<file path="config.mk">
export PLATFORM = sky130hd
export DESIGN_NAME = lmma_merge
export DESIGN_NICKNAME = d
export VERILOG_FILES = /design/src/rtl/lmma_pkg.sv /design/src/rtl/lmma_merge.sv
export SDC_FILE = /design/constraint.sdc
export NUM_CORES = 2
export LEC_CHECK = 0
export ABC_AREA = 1
export BUFFER_PORTS_ARGS = -buffer_cell sky130_fd_sc_hd__buf_2
export CORE_UTILIZATION = 40
export DETAILED_ROUTE_END_ITERATION = 6
export PLACE_DENSITY = 0.6
export SETUP_SLACK_MARGIN = 0.2
export SYNTH_ARGS = -nofsm -noshare
export SYNTH_HDL_FRONTEND = slang
export SYNTH_SLANG_ARGS = --single-unit
</file>
<file path="constraint.sdc">
create_clock -name aclk -period 12.49 [get_ports aclk]
set_input_delay 0.6245 -clock aclk [delete_from_list [all_inputs] [get_ports aclk]]
set_output_delay 0.6245 -clock aclk [all_outputs]
set_load 0.05 [all_outputs]
</file>
<file path="src/rtl/lmma_pkg.sv">
// ----------------------------------------------------------------------------
// lmma_pkg
// word types and IEEE single compare helpers for the min/max/argmax unit
// ----------------------------------------------------------------------------
`default_nettype none

package lmma_pkg;

    typedef struct packed {
        logic [31:0] sample_a;
        logic [31:0] sample_b;
        logic [31:0] sample_c;
        logic [31:0] sample_d;
        logic [31:0] sample_e;
        logic [31:0] sample_f;
        logic [31:0] sample_g;
        logic [31:0] sample_h;
        logic [3:0]  valid_count;
        logic        last_beat;
    } in_word_t;

    typedef struct packed {
        logic [31:0] max_sample;
        logic [31:0] min_sample;
        logic [23:0] max_position;
        logic        run_error;
    } out_word_t;

    typedef struct packed {
        logic load;
        logic update;
    } lane_ctrl_t;

    localparam int MaxLanes = 8;

    function automatic logic is_nan(input logic [31:0] x);
        return (x[30:0] > 31'h7f800000);
    endfunction

    // monotonic key, both zeros share one key
    function automatic logic [31:0] order_key(input logic [31:0] x);
        logic [31:0] k;
        if (x[30:0] == 31'd0) begin
            k = 32'h80000000;
        end else if (x[31]) begin
            k = ~x;
        end else begin
            k = x | 32'h80000000;
        end
        return k;
    endfunction

    function automatic logic greater(input logic [31:0] a, input logic [31:0] b);
        return !is_nan(a) && !is_nan(b) && (order_key(a) > order_key(b));
    endfunction

    function automatic logic [31:0] pick_max(input logic [31:0] cur, input logic [31:0] p);
        logic [31:0] r;
        if (is_nan(p)) begin
            r = cur;
        end else if (is_nan(cur)) begin
            r = p;
        end else begin
            r = greater(p, cur) ? p : cur;
        end
        return r;
    endfunction

    function automatic logic [31:0] pick_min(input logic [31:0] cur, input logic [31:0] p);
        logic [31:0] r;
        if (is_nan(p)) begin
            r = cur;
        end else if (is_nan(cur)) begin
            r = p;
        end else begin
            r = greater(cur, p) ? p : cur;
        end
        return r;
    endfunction

endpackage

`default_nettype wire

</file>
<file path="src/rtl/lmma_merge.sv">
// ----------------------------------------------------------------------------
// lmma_merge
// captures the lanes at the end of a run and reduces them into one result
// ----------------------------------------------------------------------------
`default_nettype none

module lmma_merge #(
    parameter int LANES      = 8,
    parameter int INDEX_BITS = 24
) (
    input  wire                          aclk,
    input  wire                          aresetn,
    input  wire                          take,
    input  wire                          err_in,
    input  wire  [31:0]                  high_in [LANES],
    input  wire  [31:0]                  low_in  [LANES],
    input  wire  [INDEX_BITS-1:0]        pos_in  [LANES],
    output logic                         can_take,
    output logic                         m_valid,
    input  wire                          m_ready,
    output lmma_pkg::out_word_t          m_data
);

    typedef struct packed {
        logic                  ok;
        logic [31:0]           key;
        logic [31:0]           bits;
        logic [INDEX_BITS-1:0] pos;
    } cand_t;

    logic                  snap_valid_reg;
    logic                  snap_valid_next;
    logic                  snap_err_reg;
    logic [31:0]           snap_high_reg [LANES];
    logic [31:0]           snap_low_reg  [LANES];
    logic [INDEX_BITS-1:0] snap_pos_reg  [LANES];
    logic                  out_valid_reg;
    lmma_pkg::out_word_t   out_data_reg;
    lmma_pkg::out_word_t   out_data_next;
    logic                  out_load;

    cand_t mx0 [8];
    cand_t mn0 [8];
    cand_t mx1 [4];
    cand_t mn1 [4];
    cand_t mx2 [2];
    cand_t mn2 [2];
    cand_t mx3;
    cand_t mn3;
    logic [31:0] pos_wide;

    // ties keep the left (lower) lane; a lane that is not ok wins only against another lane that is not ok
    function automatic cand_t comb_max(input cand_t l, input cand_t r);
        return (r.ok && (!l.ok || r.key > l.key)) ? r : l;
    endfunction

    function automatic cand_t comb_min(input cand_t l, input cand_t r);
        return (r.ok && (!l.ok || r.key < l.key)) ? r : l;
    endfunction

    assign out_load = !out_valid_reg || m_ready;
    assign can_take = !snap_valid_reg || out_load;

    genvar g;
    generate
        for (g = 0; g < 8; g++) begin : g_leaf
            if (g < LANES) begin : g_used
                assign mx0[g] = '{ok: !lmma_pkg::is_nan(snap_high_reg[g]),
                                  key: lmma_pkg::order_key(snap_high_reg[g]),
                                  bits: snap_high_reg[g], pos: snap_pos_reg[g]};
                assign mn0[g] = '{ok: !lmma_pkg::is_nan(snap_low_reg[g]),
                                  key: lmma_pkg::order_key(snap_low_reg[g]),
                                  bits: snap_low_reg[g], pos: '0};
            end else begin : g_pad
                assign mx0[g] = '0;
                assign mn0[g] = '0;
            end
        end
    endgenerate

    always_comb begin
        for (int i = 0; i < 4; i++) begin
            mx1[i] = comb_max(mx0[2*i], mx0[2*i+1]);
            mn1[i] = comb_min(mn0[2*i], mn0[2*i+1]);
        end
        for (int i = 0; i < 2; i++) begin
            mx2[i] = comb_max(mx1[2*i], mx1[2*i+1]);
            mn2[i] = comb_min(mn1[2*i], mn1[2*i+1]);
        end
        mx3 = comb_max(mx2[0], mx2[1]);
        mn3 = comb_min(mn2[0], mn2[1]);
        // a NaN in lane 0 is never displaced
        if (!mx0[0].ok) begin
            mx3 = mx0[0];
        end
        if (!mn0[0].ok) begin
            mn3 = mn0[0];
        end
        pos_wide = 32'(mx3.pos);
        out_data_next.max_sample   = mx3.bits;
        out_data_next.min_sample   = mn3.bits;
        out_data_next.max_position = pos_wide[23:0];
        out_data_next.run_error    = snap_err_reg;
    end

    always_comb begin
        snap_valid_next = snap_valid_reg;
        if (take) begin
            snap_valid_next = 1'b1;
        end else if (out_load) begin
            snap_valid_next = 1'b0;
        end
    end

    always_ff @(posedge aclk) begin
        if (!aresetn) begin
            snap_valid_reg <= 1'b0;
            out_valid_reg  <= 1'b0;
        end else begin
            snap_valid_reg <= snap_valid_next;
            if (out_load) begin
                out_valid_reg <= snap_valid_reg;
            end
        end
    end

    always_ff @(posedge aclk) begin
        if (take) begin
            snap_err_reg  <= err_in;
            snap_high_reg <= high_in;
            snap_low_reg  <= low_in;
            snap_pos_reg  <= pos_in;
        end
        if (out_load) begin
            out_data_reg <= out_data_next;
        end
    end

    assign m_valid = out_valid_reg;
    assign m_data  = out_data_reg;

endmodule

`default_nettype wire

</file>
==> impl_metrics.ini <==
[status]
status = finished with violations
violations = DRC

[routing]
met1Wirelength_um = 85900
drt-pass1-iter-count = 7
antenna_left = 0
dr_wl_met2_um = 112000
vias = 51200
drt-total-wl_um = 231000
via_per_inst = 5.65
drc = 91
dr.first_iter.drc_count = 5423
wl_met3_um = 19500
topRoutingLayerUsed = met5
wl_per_cell_um = 25.5

[cells_and_area]
drive_gt1_share_pct = 16.6
num-nets-final = 8350
nFillCells = 13200
layout_commonest_cell = nand2_1
design_area_um2 = 62600
fin_cells = 9057
area_growth_pct = 15.9
most-common-layout-cells = nand2_1 (1,365), o21ai_0 (946), nor2_1 (819), buf_2 (798), edfxtp_1 (794)
largest_register_ffs = 448

[die]
io_pins = 800
dieArea_um2 = 137000
rows = 134
initial_core_util_pct = 40.4
core_region_area_um2 = 134000
fp.dieW_um = 369
dieHeight_um = 369

[synth]
synth.avg_cell_area_um2 = 8.20
netlist_instances = 6584
synth_fp_nets = 7734
synth_seq_cells = 796
async_flop_share_pct = 0
synth-edff-count = 794
ys_seq_area_share_pct = 44.2
yosys_warnings = 0
synth_area_um2 = 54000
ys.flop_type = edfxtp_1
ys_types = 49

[place]
dp_cells = 8860
pre_cts_ws_ns = 1.40
hpwl_um = 183000
placed_area_um2 = 59500
numPortBuffers = 799
place_congestion = 1.04

[critical_path]
start_kind = flop
worstRegToRegCells = 43
crit_slowest_cell = buf_4
cpMostUsedCell = o21ai_0
criticalPathCategory = flop to flop
crit_required_ns = 12.97
timing.rr.start = mx0[397]$_DFFE_PP_
cp-end-kind = flop
r2r_end = m_data[13]$_DFFE_PP_
crit_family = compound AO/OA/AOI/OAI gates
max_stage_delay_ns = 0.73
cp_num_buf_inv = 7
cp.arrival_ns = 11.61
critPathMaxFanout = 83
r2r_setup_slack_ns = 1.35

[global_route]
grt_pass1_vias = 47400
gr-total-overflow = 0
grt_usage_pct = 32.8
grt_max_degree = 153
grt_antenna_before_repair = 59
grt_pass1_wl_um = 324000

[clock_tree]
cts_max_level = 3
post_cts_buffers = 0
clk_latency_ns = 0.77
numCtsBuffers = 87
holdBufCountCts = 19
path_clk_slew_ns = 0.06
cts_tree = built
cts_resized = 0
cts.root.buffer_cell = clkbuf_16
cts_buffer_depth = 3
cts_sinks = 796

[min_path]
whs_path_depth = 1
min_from = high_in[209]
hold_end = mx0[575]$_DFFE_PP_
hp-class = input pin to flop

[sta]
period_needed_ns = 11.14
slew_headroom_pct = 13.9
worst_slew_pin_slew_ns = 1.28
rsz0062_at_grt = false
period_share_pct = 89.2
setup_tns_ns = 0
hold_viol = 0
worst_slack_ns = 1.35
slew_viol_final = 0
fmax_mhz = 89.8
setup-violations-final = 0
fin_skew_ns = 0.0837

[pwr]
ir_worst_vdd_mv = 0.201
power_w = 0.0124
p_per_area_nw_per_um2 = 199
p_leak_nw = 26.5

[job]
maxCapViolCount = 0
final cells by class:
cell class	instances	area [µm²]	area share (%)
clock buffers	107	2250	3.60
clock inverters	52	558	0.892
diodes	19	47.5	0.0760
inverters	450	1690	2.71
flip-flops and latches	796	23900	38.2
multi-input cells	4967	27100	43.3
repair buffers	898	4820	7.71
well taps	1768	2210	3.54
worst register-to-register path, delay by kind of cell (launching register included):
kind	cells	cell delay [ns]
AO/OA/AOI/OAI	18	3.64
flip-flops	1	0.46
buffers and inverters	7	2.76
AND/OR/NAND/NOR	15	2.95
adder cells (fa/ha/maj)	3	1.04
routing by layer:
| metal | vias up | track usage, % |
|---|---|---|
| li1 | 24300 | - |
| met1 | 24000 | 38.5 |
| met2 | 2367 | 56.4 |
| met3 | 447 | 7.02 |
| met4 | 54 | 16.5 |
| met5 | - | 0 |
kinds of logic after synthesis:
logic type	Yosys count	share of synthesized area, %
AOI/OAI and AO/OA	1703	17.5
xor gates and xnor gates	55	0.892
adders and majority gates	441	10.2
buffers and inverters	821	5.76
DFF	796	44.2
muxes	8	0.148
and+or+nand+nor	2760	21.3
where the power goes:
group / internal [W] / switching (W)
Sequential: 0.00347 / 0.000316
Combinational: 0.00176 / 0.00433
Clock: 0.00139 / 0.00118
Total: 0.00662 / 0.00583
worst max-delay path by stage:
stage	end	slack, ns	startpoint	depth (start not counted)
3_5_place_dp	m_data[21]$_DFFE_PP_	1.40	mx0[397]$_DFFE_PP_	43
3_3_place_gp	m_data[16]$_DFFE_PP_	1.43	mx0[397]$_DFFE_PP_	43
2_1_floorplan	m_data[60]$_DFFE_PP_	4.15	mx0[40]$_DFFE_PP_	48
5_1_grt	m_data[13]$_DFFE_PP_	0.56	mx0[396]$_DFFE_PP_	43
4_1_cts	m_data[13]$_DFFE_PP_	1.34	mx0[397]$_DFFE_PP_	43
6_report	m_data[13]$_DFFE_PP_	1.35	mx0[397]$_DFFE_PP_	43
cell usage after synthesis, drive strengths merged (4+ instances only):
| cell | instances | area, µm² |
|---|---|---|
| a31oi | 15 | 93.8 |
| a2111oi | 8 | 70.1 |
| nand3 | 204 | 1020 |
| o22ai | 23 | 144 |
| o32ai | 14 | 123 |
| nor3 | 30 | 150 |
| clkbuf | 343 | 1290 |
| nor2 | 830 | 3130 |
| a21oi | 426 | 2130 |
| nand4 | 86 | 538 |
| nand2 | 1382 | 5240 |
| mux2i | 8 | 80.1 |
| clkinv | 6 | 22.5 |
| edfxtp | 794 | 23800 |
| xor2 | 14 | 123 |
| o221ai | 36 | 315 |
| inv | 444 | 1670 |
| o2111ai | 4 | 35.0 |
| ha | 441 | 5520 |
| o311ai | 21 | 184 |
| o31ai | 4 | 30.0 |
| buf | 28 | 133 |
| or2 | 158 | 988 |
| o21ai | 951 | 4760 |
| o211ai | 146 | 1100 |
| a211oi | 36 | 270 |
| a32o | 6 | 60.1 |
| xnor2 | 41 | 359 |
| nor4 | 62 | 388 |
metrics by stage:
step / hold WS (ns) / utilization, %
global placement: 0.410 / 44.5
finish: 0.0382 / 46.8
global route: 0.0107 / 46.8
CTS: 0.000105 / 46.7
floorplan: 0.400 / -
detailed placement: 0.413 / 44.5
No activity file was read; power rests on OpenSTA's default activity.
