<file path="config.mk">
export PLATFORM = sky130hd
export DESIGN_NAME = lmma_lane
export DESIGN_NICKNAME = d
export VERILOG_FILES = /design/src/rtl/lmma_pkg.sv /design/src/rtl/lmma_lane.sv
export SDC_FILE = /design/constraint.sdc
export NUM_CORES = 1
export LEC_CHECK = 0
export ABC_CLOCK_PERIOD_IN_PS = 4900
export BUFFER_PORTS_ARGS = -buffer_cell sky130_fd_sc_hd__buf_2
export CAP_MARGIN = 40
export CORE_MARGIN = 2
export CORE_UTILIZATION = 44
export CTS_BUF_LIST = sky130_fd_sc_hd__clkbuf_16
export DETAILED_ROUTE_END_ITERATION = 8
export GPL_TIMING_DRIVEN = 0
export PLACE_DENSITY = 0.68
export SYNTH_ARGS = -nofsm -noshare
export SYNTH_HDL_FRONTEND = slang
export SYNTH_SLANG_ARGS = --single-unit
</file>
<file path="constraint.sdc">
create_clock -name aclk -period 4.9 [get_ports aclk]
set_clock_uncertainty 0.05 [all_clocks]
set_input_delay 0 -clock aclk [delete_from_list [all_inputs] [get_ports aclk]]
set_output_delay 0 -clock aclk [all_outputs]
set_load 0.005 [all_outputs]
</file>
<file path="src/rtl/lmma_pkg.sv">
// ----------------------------------------------------------------------------
// lmma_pkg
// word types and IEEE single compare helpers for the min/max/argmax unit
// ----------------------------------------------------------------------------
`default_nettype none

package lmma_pkg;

    typedef struct packed {
        logic [31:0] sample_a;
        logic [31:0] sample_b;
        logic [31:0] sample_c;
        logic [31:0] sample_d;
        logic [31:0] sample_e;
        logic [31:0] sample_f;
        logic [31:0] sample_g;
        logic [31:0] sample_h;
        logic [3:0]  valid_count;
        logic        last_beat;
    } in_word_t;

    typedef struct packed {
        logic [31:0] max_sample;
        logic [31:0] min_sample;
        logic [23:0] max_position;
        logic        run_error;
    } out_word_t;

    typedef struct packed {
        logic load;
        logic update;
    } lane_ctrl_t;

    localparam int MaxLanes = 8;

    function automatic logic is_nan(input logic [31:0] x);
        return (x[30:0] > 31'h7f800000);
    endfunction

    // monotonic key, both zeros share one key
    function automatic logic [31:0] order_key(input logic [31:0] x);
        logic [31:0] k;
        if (x[30:0] == 31'd0) begin
            k = 32'h80000000;
        end else if (x[31]) begin
            k = ~x;
        end else begin
            k = x | 32'h80000000;
        end
        return k;
    endfunction

    function automatic logic greater(input logic [31:0] a, input logic [31:0] b);
        return !is_nan(a) && !is_nan(b) && (order_key(a) > order_key(b));
    endfunction

    function automatic logic [31:0] pick_max(input logic [31:0] cur, input logic [31:0] p);
        logic [31:0] r;
        if (is_nan(p)) begin
            r = cur;
        end else if (is_nan(cur)) begin
            r = p;
        end else begin
            r = greater(p, cur) ? p : cur;
        end
        return r;
    endfunction

    function automatic logic [31:0] pick_min(input logic [31:0] cur, input logic [31:0] p);
        logic [31:0] r;
        if (is_nan(p)) begin
            r = cur;
        end else if (is_nan(cur)) begin
            r = p;
        end else begin
            r = greater(cur, p) ? p : cur;
        end
        return r;
    endfunction

endpackage

`default_nettype wire

</file>
<file path="src/rtl/lmma_lane.sv">
// ----------------------------------------------------------------------------
// lmma_lane
// one lane: running maximum, minimum and index of the maximum
// ----------------------------------------------------------------------------
`default_nettype none

module lmma_lane #(
    parameter int INDEX_BITS = 24
) (
    input  wire                        aclk,
    input  wire lmma_pkg::lane_ctrl_t  ctrl,
    input  wire  [31:0]                sample,
    input  wire  [INDEX_BITS-1:0]      load_pos,
    input  wire  [INDEX_BITS-1:0]      idx,
    output logic [31:0]                high_next,
    output logic [31:0]                low_next,
    output logic [INDEX_BITS-1:0]      pos_next
);

    logic [31:0]           high_reg;
    logic [31:0]           low_reg;
    logic [INDEX_BITS-1:0] pos_reg;

    always_comb begin
        high_next = high_reg;
        low_next  = low_reg;
        pos_next  = pos_reg;
        if (ctrl.load) begin
            high_next = sample;
            low_next  = sample;
            pos_next  = load_pos;
        end else if (ctrl.update) begin
            // index moves only on a strictly greater sample
            if (lmma_pkg::greater(sample, high_reg)) begin
                pos_next = idx;
            end
            high_next = lmma_pkg::pick_max(high_reg, sample);
            low_next  = lmma_pkg::pick_min(low_reg, sample);
        end
    end

    always_ff @(posedge aclk) begin
        high_reg <= high_next;
        low_reg  <= low_next;
        pos_reg  <= pos_next;
    end

endmodule

`default_nettype wire

</file>
==> impl_summary.log, run 1 <==
[metrics] summed instance area of the synthesized netlist: 6780 sq um
[metrics] number of synthesized flops with an enable pin: 0
[metrics] post-detailed-route count of antenna-violating nets: 0
[metrics] post-synthesis sequential area ratio: 26.0%
[metrics] mux contribution to synthesized area: 6.98%
[metrics] wire length of the first global-routing pass: 35.6 mm
[metrics] GP Congestion: 0.856
[metrics] Finish-stage setup viols: 0
[metrics] Avg WL per Cell: 17.7 microns
[metrics] die extent in y: 128 microns
[metrics] compound-cell area share of the yosys netlist: 18.3%
[metrics] DP Worst Slack: 0.00625 ns
[metrics] number of global-route vias before repair: 6,903
[metrics] leakage component of the power: 4.27 nW
[metrics] achievable frequency: 213 MHz
[metrics] crit start category: input pin
[metrics] HPWL after detailed placement: 16.2 mm
[metrics] FFs w/ async S/R, synth: 0%
[metrics] Chip Width: 128 microns
[metrics] Arrival @ worst endpoint: 4.89 ns
[metrics] maximum buffer depth of the clock tree: 2
[metrics] max_cap viols: 0
[metrics] minimum setup slack in the final design: 0.201 ns
[metrics] clk sink count: 88
[metrics] Gate power share: 57.9%
[metrics] Setup TNS Final: 0 ns
[metrics] total inserted antenna cells: 0
[metrics] Inserted Clock Buffers: 9
[metrics] main combinational cell family by area after synthesis: simple AND/OR/NAND/NOR gates
[metrics] pin count of the biggest net entering global routing: 16
[metrics] # IOs: 171
[metrics] router iterations before antenna repair: 5
[metrics] synthesis-to-layout area growth: 33.2%
[metrics] flop and latch count out of synthesis: 88
[metrics] insertion delay to the later sink of the worst-skew pair: 0.36 ns
[metrics] Root Driver: sky130_fd_sc_hd__clkbuf_16
[metrics] Syn Inst Count: 817
[metrics] fraction of final layout cells sized beyond drive strength 1: 24.7%
[metrics] required time worst endpoint: 5.09 ns
[metrics] H-tree Lvls: 3
[metrics] FF/Latch Area: 1760 sq um
[metrics] number of nets in the final layout: 1,224
[metrics] final WL: 22.5 mm
[metrics] GRT Overall Usage: 27.5%
[metrics] class of the tightest hold or removal check: input pin to flip-flop
[metrics] part of the power in registers: 26.9%
[metrics] Int Power: 0.00245 W
[metrics] switching pwr: 0.00180 W
[metrics] standard-cell row count: 45
[metrics] parity-gate share of the synthesized area counting xor and xnor cells: 12.1%
[metrics] CTS tree: built
[metrics] input/output buffers: 168
[metrics] actual slew at the worst max-slew pin: 0.802 ns
[metrics] DRT iter0 DRCs: 588
[metrics] initial antenna violation count: 0
[metrics] maximum fanout count along the critical path: 10
[metrics] Yosys warning count: 0
[metrics] critical path capture point type: flip-flop
[metrics] share of total power consumed by net switching: 42.4%
[metrics] residual overflow from global routing: 0
[metrics] Min Clock Period, post-route: 4.70 ns
[metrics] hold violation total from the final report: 0
[metrics] Clock Power Share: 15.2%
[metrics] effective utilization at floorplan: 44.8%
[metrics] Peak supply drop: 0.000281 V
[metrics] Layout fillers: 1,386
[metrics] synthesized area per cell: 8.30 sq um
[metrics] Simple-Gate Fraction of Synth Area: 18.6%
[metrics] result of the run: completed
[metrics] area of the core region: 15,100 sq um
[metrics] PD cells: 470 nW/um^2
[metrics] Final Max Slew Viols: 0
[metrics] Via density: 5.61
[metrics] adder and majority cell fraction of the synthesized area: 11.4%
[metrics] worst setup path category: input pin to flip-flop
[metrics] multi-input gate area in the final layout: 4650 sq um
[metrics] Fin Hold WS: 0.0102 ns
[metrics] clock slew at reported path FFs: 0.06 ns
[metrics] net count of the mapped netlist: 962
[metrics] normalized max-slew margin: 46.6%
[metrics] drt drc: 0
[metrics] Synth Flop Type: sky130_fd_sc_hd__dfxtp_1
[metrics] die area: 16,400 sq um
[metrics] count of different cell masters after synthesis: 54
[metrics] share of the cycle needed by the critical path after routing: 95.9%
[metrics] vias post-DR: 7,140
==> cells in the mapped netlist, types with 23 or more instances <==
| library cell | number | area share (%) |
|---|---|---|
| sky130_fd_sc_hd__clkbuf_1 | 36 | 2.0 |
| sky130_fd_sc_hd__a31oi_1 | 26 | 2.4 |
| sky130_fd_sc_hd__xor2_1 | 61 | 7.9 |
| sky130_fd_sc_hd__o21ai_1 | 31 | 2.3 |
| sky130_fd_sc_hd__o211ai_1 | 25 | 2.8 |
| sky130_fd_sc_hd__o221ai_1 | 32 | 4.1 |
| sky130_fd_sc_hd__a21oi_1 | 23 | 1.7 |
| sky130_fd_sc_hd__dfxtp_1 | 88 | 26 |
| sky130_fd_sc_hd__nand3_1 | 29 | 2.1 |
| sky130_fd_sc_hd__ha_1 | 62 | 11 |
| sky130_fd_sc_hd__xnor2_1 | 31 | 4.0 |
| sky130_fd_sc_hd__nor4_1 | 25 | 2.3 |
| sky130_fd_sc_hd__nand2_1 | 101 | 5.6 |
| sky130_fd_sc_hd__mux2_4 | 30 | 6.6 |
| sky130_fd_sc_hd__nor2_1 | 62 | 3.4 |
| sky130_fd_sc_hd__inv_1 | 33 | 1.8 |
==> power by group through the flow <==
stage	Sequential (W)	Clock, W	Combinational [W]
2_1_floorplan	0.00109	0	0.00168
3_5_place_dp	0.00115	0	0.00229
3_3_place_gp	0.00114	0	0.00225
4_1_cts	0.00113	0.000654	0.00242
5_1_grt	0.00117	0.000690	0.00276
6_report	0.00114	0.000646	0.00246
==> cell families after synthesis <==
kind of cell | Yosys count
muxes | 32
AOI/OAI and AO/OA | 176
adders and majority gates | 62
and+or+nand+nor | 270
DFF | 88
buffers and inverters | 96
xor gates and xnor gates | 93
==> final timing paths <==
check	startpoint	end	slack (ns)	depth (start not counted)
setup / recovery	sample[11]	pos_reg[3]$_DFF_P_	0.20	18
hold reg to reg	high_reg[3]$_DFF_P_	high_reg[3]$_DFF_P_	0.45	2
hold / removal	sample[0]	high_reg[0]$_DFF_P_	0.01	3
setup reg to reg	high_reg[5]$_DFF_P_	pos_reg[3]$_DFF_P_	0.26	15
==> metal layers <==
metal	share of wire (%)	wire length [microns]	vias to the layer above	GRT usage [%]
met2	47	10500	278	45.2
met1	44	10000	3333	35.7
met5	0	0	-	0
met4	3.6	803	0	11.3
met3	5.3	1180	68	4.80
li1	-	-	3461	-
==> critical path: stages <==
cell and delay (ns):
sky130_fd_sc_hd__dlygate4sd3_1 0.55, sky130_fd_sc_hd__buf_2 0.16, sky130_fd_sc_hd__nor4_1 0.28, sky130_fd_sc_hd__nand4_1 0.28, sky130_fd_sc_hd__or2_2 0.42, sky130_fd_sc_hd__clkbuf_2 0.26, sky130_fd_sc_hd__nand2_1 0.15, sky130_fd_sc_hd__inv_1 0.06
sky130_fd_sc_hd__ha_1 0.29, sky130_fd_sc_hd__nand4_1 0.21, sky130_fd_sc_hd__nor4_2 0.40, sky130_fd_sc_hd__nand2_1 0.14, sky130_fd_sc_hd__a211oi_2 0.28, sky130_fd_sc_hd__nand2_1 0.20, sky130_fd_sc_hd__clkbuf_1 0.29, sky130_fd_sc_hd__nand3_1 0.16
sky130_fd_sc_hd__a31oi_1 0.14, sky130_fd_sc_hd__dlygate4sd3_1 0.61
==> stage by stage <==
step / cell area (sq um) / util (%) / total power [W] / cells
6_report: 9030 / 59.6 / 0.00425 / 1272
5_1_grt: 9030 / 59.6 / 0.00461 / 1272
4_1_cts: 8950 / 59.1 / 0.00421 / 1270
3_5_place_dp: 7850 / 51.9 / 0.00344 / 1173
3_3_place_gp: 7850 / 51.9 / 0.00340 / 1173
2_1_floorplan: 6780 / - / 0.00277 / 817
==> layout by cell type, fill, tap and decap left out, drive strengths merged, types with 3 or more instances in the layout <==
| cell | netlist | layout |
|---|---|---|
| nand3 | 29 | 29 |
| ha | 62 | 62 |
| nor4 | 25 | 25 |
| dlygate4sd3 | 0 | 79 |
| a211oi | 6 | 6 |
| and2 | 11 | 11 |
| a31oi | 26 | 26 |
| nor3 | 6 | 6 |
| inv | 34 | 35 |
| nand4 | 23 | 23 |
| a21oi | 23 | 23 |
| mux2 | 32 | 32 |
| nor2 | 62 | 62 |
| a21o | 10 | 10 |
| o221ai | 32 | 32 |
| xnor2 | 31 | 31 |
| o21ai | 42 | 42 |
| and4 | 3 | 3 |
| o211ai | 25 | 25 |
| nand2 | 101 | 101 |
| buf | 26 | 198 |
| or2 | 3 | 3 |
| dfxtp | 88 | 88 |
| clkinv | 0 | 5 |
| xor2 | 62 | 62 |
| clkbuf | 36 | 45 |
==> cell type report <==
cell class	count	share of cell area, %
inverter	34	1.41
clock inverter	7	0.513
tap	188	2.60
sequential	88	19.5
clock buffer	9	2.49
timing repair buffer	251	18.4
multi-input combinational	633	51.5
buffer	62	3.57
==> timing repair <==
action	CTS	global route
hold endpoints to repair	85	0
pin swaps	1	4
buffers inserted	2	2
gates resized for setup	4	20
setup endpoints to repair	62	109
hold buffers	79	0
gates cloned	0	0
(Power assumes the default switching activity.)
==> run 2: changes to the inputs <==
--- a/config.mk
+++ b/config.mk
@@ -5,12 +5,14 @@
 export SDC_FILE = /design/constraint.sdc
 export NUM_CORES = 1
 export LEC_CHECK = 0
+export ABC_AREA = 1
 export ABC_CLOCK_PERIOD_IN_PS = 4900
 export BUFFER_PORTS_ARGS = -buffer_cell sky130_fd_sc_hd__buf_2
 export CAP_MARGIN = 40
 export CORE_MARGIN = 2
 export CORE_UTILIZATION = 44
-export CTS_BUF_LIST = sky130_fd_sc_hd__clkbuf_16
+export CTS_BUF_LIST = sky130_fd_sc_hd__clkbuf_2 sky130_fd_sc_hd__clkbuf_4 sky130_fd_sc_hd__clkbuf_8
+export CTS_CLUSTER_DIAMETER = 40
 export DETAILED_ROUTE_END_ITERATION = 8
 export GPL_TIMING_DRIVEN = 0
 export PLACE_DENSITY = 0.68
==> run 2 against run 1 <==
- final area grew 0.54%
- synthesized cell count grew 34%
- clock power shrank 11%
- highest routed layer unchanged
==> impl_summary.log, run 2 <==
[metrics] result of the run: completed
[metrics] # IOs: 171 (unchanged)
[metrics] cell accounting for the most synthesized area: sky130_fd_sc_hd__dfxtp_1
[metrics] highest-count cells in the layout ignoring fill and taps: sky130_fd_sc_hd__nand2_1, sky130_fd_sc_hd__buf_2, sky130_fd_sc_hd__nor2_1
[metrics] DRT iter0 DRCs: 496 (-16%)
[metrics] CTS tree: built
[metrics] Setup TNS Final: 0 ns (unchanged)
[metrics] vias post-DR: 7,863 (+10%)
[metrics] GRT Overall Usage: 26.5% (-0.96 points)
[metrics] Inserted Clock Buffers: 9 (unchanged)
[metrics] maximum fanout count along the critical path: 10 (unchanged)
[metrics] summed instance area of the synthesized netlist: 6920 sq um (+2.1%)
[metrics] count of cells along the worst register-to-register path: 23 (+8)
[metrics] area of the core region: 15,300 sq um (+0.74%)
[metrics] number of global-route vias before repair: 7,091 (+2.7%)
[metrics] top cell types by occurrence after synthesis: sky130_fd_sc_hd__nand2_1, sky130_fd_sc_hd__nor2_1, sky130_fd_sc_hd__inv_1
[metrics] crit start category: input pin
[metrics] post-synthesis sequential area ratio: 25.5% (-0.53 points)
[metrics] initial antenna violation count: 0 (unchanged)
[metrics] actual slew at the worst max-slew pin: 0.786 ns (-0.0153 ns)
[metrics] most common library cell in the layout ignoring fill and taps: sky130_fd_sc_hd__nand2_1
[metrics] wire length of the first global-routing pass: 34.8 mm (-2.3%)
[metrics] Clock Power Share: 18.6% (+3.4 points)
[metrics] HPWL after detailed placement: 16.7 mm (+3.0%)
[metrics] Syn Inst Count: 1,095 (+34%)
[metrics] Chip Width: 129 microns (+1.0%)
[metrics] share of the cycle needed by the critical path after routing: 89.8% (-6.1 points)
[metrics] flop and latch count out of synthesis: 88 (unchanged)
[metrics] achievable frequency: 227 MHz (+6.7%)
[metrics] Power Total: 0.00308 W (-27%)
[metrics] normalized max-slew margin: 47.6% (+1.0 points)
[metrics] worst setup path category: input pin to flip-flop
[metrics] net count of the mapped netlist: 1,240 (+29%)
[metrics] part of the power in registers: 31.4% (+4.5 points)
[metrics] share of total power consumed by net switching: 41.7% (-0.66 points)
[metrics] Yosys warning count: 0 (unchanged)
[metrics] total inserted antenna cells: 0 (unchanged)
[metrics] dominant cells by area after synthesis: sky130_fd_sc_hd__dfxtp_1, sky130_fd_sc_hd__nand2_1, sky130_fd_sc_hd__ha_1
[metrics] leakage component of the power: 4.87 nW (+14%)
[metrics] number of synthesized flops with an enable pin: 0 (unchanged)
[metrics] GP Congestion: 0.924 (+7.9%)
[metrics] die area: 16,700 sq um (+2.0%)
[metrics] count of different cell masters after synthesis: 32 (-41%)
[metrics] input/output buffers: 168 (unchanged)
[metrics] timing endpoint of the critical path: pos_reg[13]$_DFF_P_
[metrics] post-detailed-route count of antenna-violating nets: 0 (unchanged)
[metrics] switching pwr: 0.00129 W (-29%)
[metrics] share of Yosys cell area claimed by the top area cell type: 25.5% (-0.53 points)
[metrics] synthesized area per cell: 6.32 sq um (-24%)
[metrics] Peak supply drop: 0.000192 V (-32%)
[metrics] die extent in y: 129 microns (+1.0%)
[metrics] drt drc: 0 (unchanged)
[metrics] top-count cell post-synth: sky130_fd_sc_hd__nand2_1
[metrics] Avg WL per Cell: 14.2 microns (-20%)
[metrics] final WL: 22.3 mm (-1.1%)
[metrics] Root Driver: sky130_fd_sc_hd__clkbuf_8
[metrics] pin count of the biggest net entering global routing: 17 (+1)
[metrics] PD cells: 339 nW/um^2 (-28%)
[metrics] synthesis-to-layout area growth: 31.2%
[metrics] standard-cell row count: 45 (unchanged)
[metrics] residual overflow from global routing: 0 (unchanged)
[metrics] placed cell count: 1,474 (+26%)
[metrics] maximum buffer depth of the clock tree: 2 (unchanged)
[metrics] Finish-stage setup viols: 0 (unchanged)
[metrics] Synth Flop Type: sky130_fd_sc_hd__dfxtp_1
[metrics] critical path capture point type: flip-flop
[metrics] insertion delay to the later sink of the worst-skew pair: 0.40 ns (+0.04 ns)
[metrics] RSZ-0062 raised after global routing: false
[metrics] number of nets in the final layout: 1,503 (+23%)
[metrics] endpoint of the lowest-slack register-to-register path: pos_reg[13]$_DFF_P_
[metrics] hold path startpoint: ctrl[0]
[metrics] class of the tightest hold or removal check: input pin to flip-flop
[metrics] Int Power: 0.00179 W (-27%)
[metrics] Final Max Slew Viols: 0 (unchanged)
[metrics] Min Clock Period, post-route: 4.40 ns (-0.296 ns)
[metrics] filler-free cell count of the finished design: 1,574 (+24%)
[metrics] setup slack of the worst register-to-register path: 0.73 ns (+0.47 ns)
[metrics] router iterations before antenna repair: 5 (unchanged)
[metrics] clk sink count: 88 (unchanged)
[metrics] effective utilization at floorplan: 45.3% (+0.60 points)
[metrics] FFs w/ async S/R, synth: 0% (unchanged)
[metrics] hold violation total from the final report: 0 (unchanged)
[metrics] Arrival @ worst endpoint: 4.64 ns (-0.25 ns)
[metrics] H-tree Lvls: 3 (unchanged)
[metrics] Resized Gates After CTS: 0 (-4)
[metrics] fraction of final layout cells sized beyond drive strength 1: 17.9% (-6.8 points)
[metrics] required time worst endpoint: 5.14 ns (+0.05 ns)
[metrics] max_cap viols: 0 (unchanged)
[metrics] Gate power share: 50.0% (-7.9 points)
[metrics] Via density: 5.00 (-11%)
[metrics] beginning of the worst register-to-register path: high_reg[15]$_DFF_P_
[metrics] clock slew at reported path FFs: 0.11 ns (+0.05 ns)
[metrics] startpoint of the most critical setup path: sample[18]
run 2: cell types whose count changed in the layout (fill, tap and decap cells not counted), sizes merged, moves of 25 or more:
| cell | before | now |
|---|---|---|
| a31oi | 26 | 1 |
| nand3 | 29 | 93 |
| mux2 | 32 | 0 |
| or2 | 3 | 29 |
| nor2 | 62 | 121 |
| inv | 35 | 104 |
| nor4 | 25 | 0 |
| o221ai | 32 | 0 |
| nand2 | 101 | 358 |
| a21oi | 23 | 59 |
| o211ai | 25 | 0 |
| xor2 | 62 | 32 |
| o21ai | 42 | 16 |
run 2: worst min-delay path by stage:
stage          depth (start not counted)              endpoint  slack (ns)
3_5_place_dp                           3   pos_reg[18]$_DFF_P_        0.17
2_1_floorplan                          2          pos_next[22]        0.05
3_3_place_gp                           3   pos_reg[22]$_DFF_P_        0.16
6_report                               6  high_reg[31]$_DFF_P_        0.24
5_1_grt                                6  high_reg[31]$_DFF_P_        0.30
4_1_cts                                6  high_reg[31]$_DFF_P_        0.23
run 2: cells by family (layout without fill, tap and decap cells):
| kind of cell | Yosys count | in the layout | synth area share [%] |
|---|---|---|---|
| AOI/OAI and AO/OA | 82 | 82 | 6.17 |
| and+or+nand+nor | 643 | 643 | 40.0 |
| DFF | 88 | 88 | 25.5 |
| buffers and inverters | 158 | 426 | 9.31 |
| xor gates and xnor gates | 62 | 62 | 7.85 |
| adders and majority gates | 62 | 62 | 11.2 |
run 2: power by group through the flow:
stage          combinational (W)  sequential, W  clock, W
3_5_place_dp             0.00144       0.000979         0
4_1_cts                  0.00154       0.000964  0.000582
5_1_grt                  0.00176       0.000982  0.000606
2_1_floorplan            0.00103       0.000951         0
6_report                 0.00154       0.000966  0.000573
3_3_place_gp             0.00142       0.000978         0
run 2: what timing repair did:
| action | in CTS | in global routing |
|---|---|---|
| hold buffers | 84 | 0 |
| setup buffers | 0 | 0 |
| hold endpoints to repair | 88 | 0 |
run 2: routing by layer:
metal | track usage, % | part of all wire [%]
met1 | 35.7 | 46
met4 | 6.78 | 1.7
met5 | 0 | 0
met2 | 44.2 | 46
met3 | 4.46 | 7.2
run 2: cell type report:
| cell class | count | area [sq um] |
|---|---|---|
| Fill cell | 1493 | 6180 |
| Multi-Input combinational cell | 849 | 4510 |
| Sequential cell | 88 | 1760 |
| Timing Repair Buffer | 252 | 1680 |
| Inverter | 102 | 383 |
| Tap cell | 211 | 264 |
| Buffer | 56 | 262 |
| Clock buffer | 10 | 138 |
| Clock inverter | 6 | 76.3 |
run 2: critical path, cell delays in order:
cell and delay (ns):
sky130_fd_sc_hd__dlygate4sd3_1 0.53, sky130_fd_sc_hd__buf_2 0.15, sky130_fd_sc_hd__nor2_1 0.11, sky130_fd_sc_hd__nand2_1 0.08, sky130_fd_sc_hd__nor2_1 0.19, sky130_fd_sc_hd__nand2_1 0.17
sky130_fd_sc_hd__nor2_4 0.18, sky130_fd_sc_hd__clkbuf_1 0.51, sky130_fd_sc_hd__a21oi_1 0.17, sky130_fd_sc_hd__ha_1 0.36, sky130_fd_sc_hd__nand2_1 0.07, sky130_fd_sc_hd__nor2_1 0.15
sky130_fd_sc_hd__nand2_1 0.06, sky130_fd_sc_hd__nor2_1 0.11, sky130_fd_sc_hd__nand2_1 0.10, sky130_fd_sc_hd__nor2_1 0.16, sky130_fd_sc_hd__nand2_1 0.08, sky130_fd_sc_hd__nor2_2 0.19
sky130_fd_sc_hd__nor2_8 0.08, sky130_fd_sc_hd__nand3_2 0.13, sky130_fd_sc_hd__buf_2 0.24, sky130_fd_sc_hd__nand2_1 0.08, sky130_fd_sc_hd__nand3_1 0.07, sky130_fd_sc_hd__nand2_1 0.08
sky130_fd_sc_hd__dlygate4sd3_1 0.56
run 2: per-stage QoR:
stage / util (%) / setup slack [ns] / hold slack, ns / instance area (sq um)
floorplan: - / 1.99 / 0.0481 / 6920
global placement: 52.6 / 1.04 / 0.157 / 8020
detailed placement: 52.6 / 1.06 / 0.173 / 8020
CTS: 59.5 / 0.570 / 0.233 / 9080
global route: 59.5 / 0.101 / 0.298 / 9080
finish: 59.5 / 0.497 / 0.239 / 9080
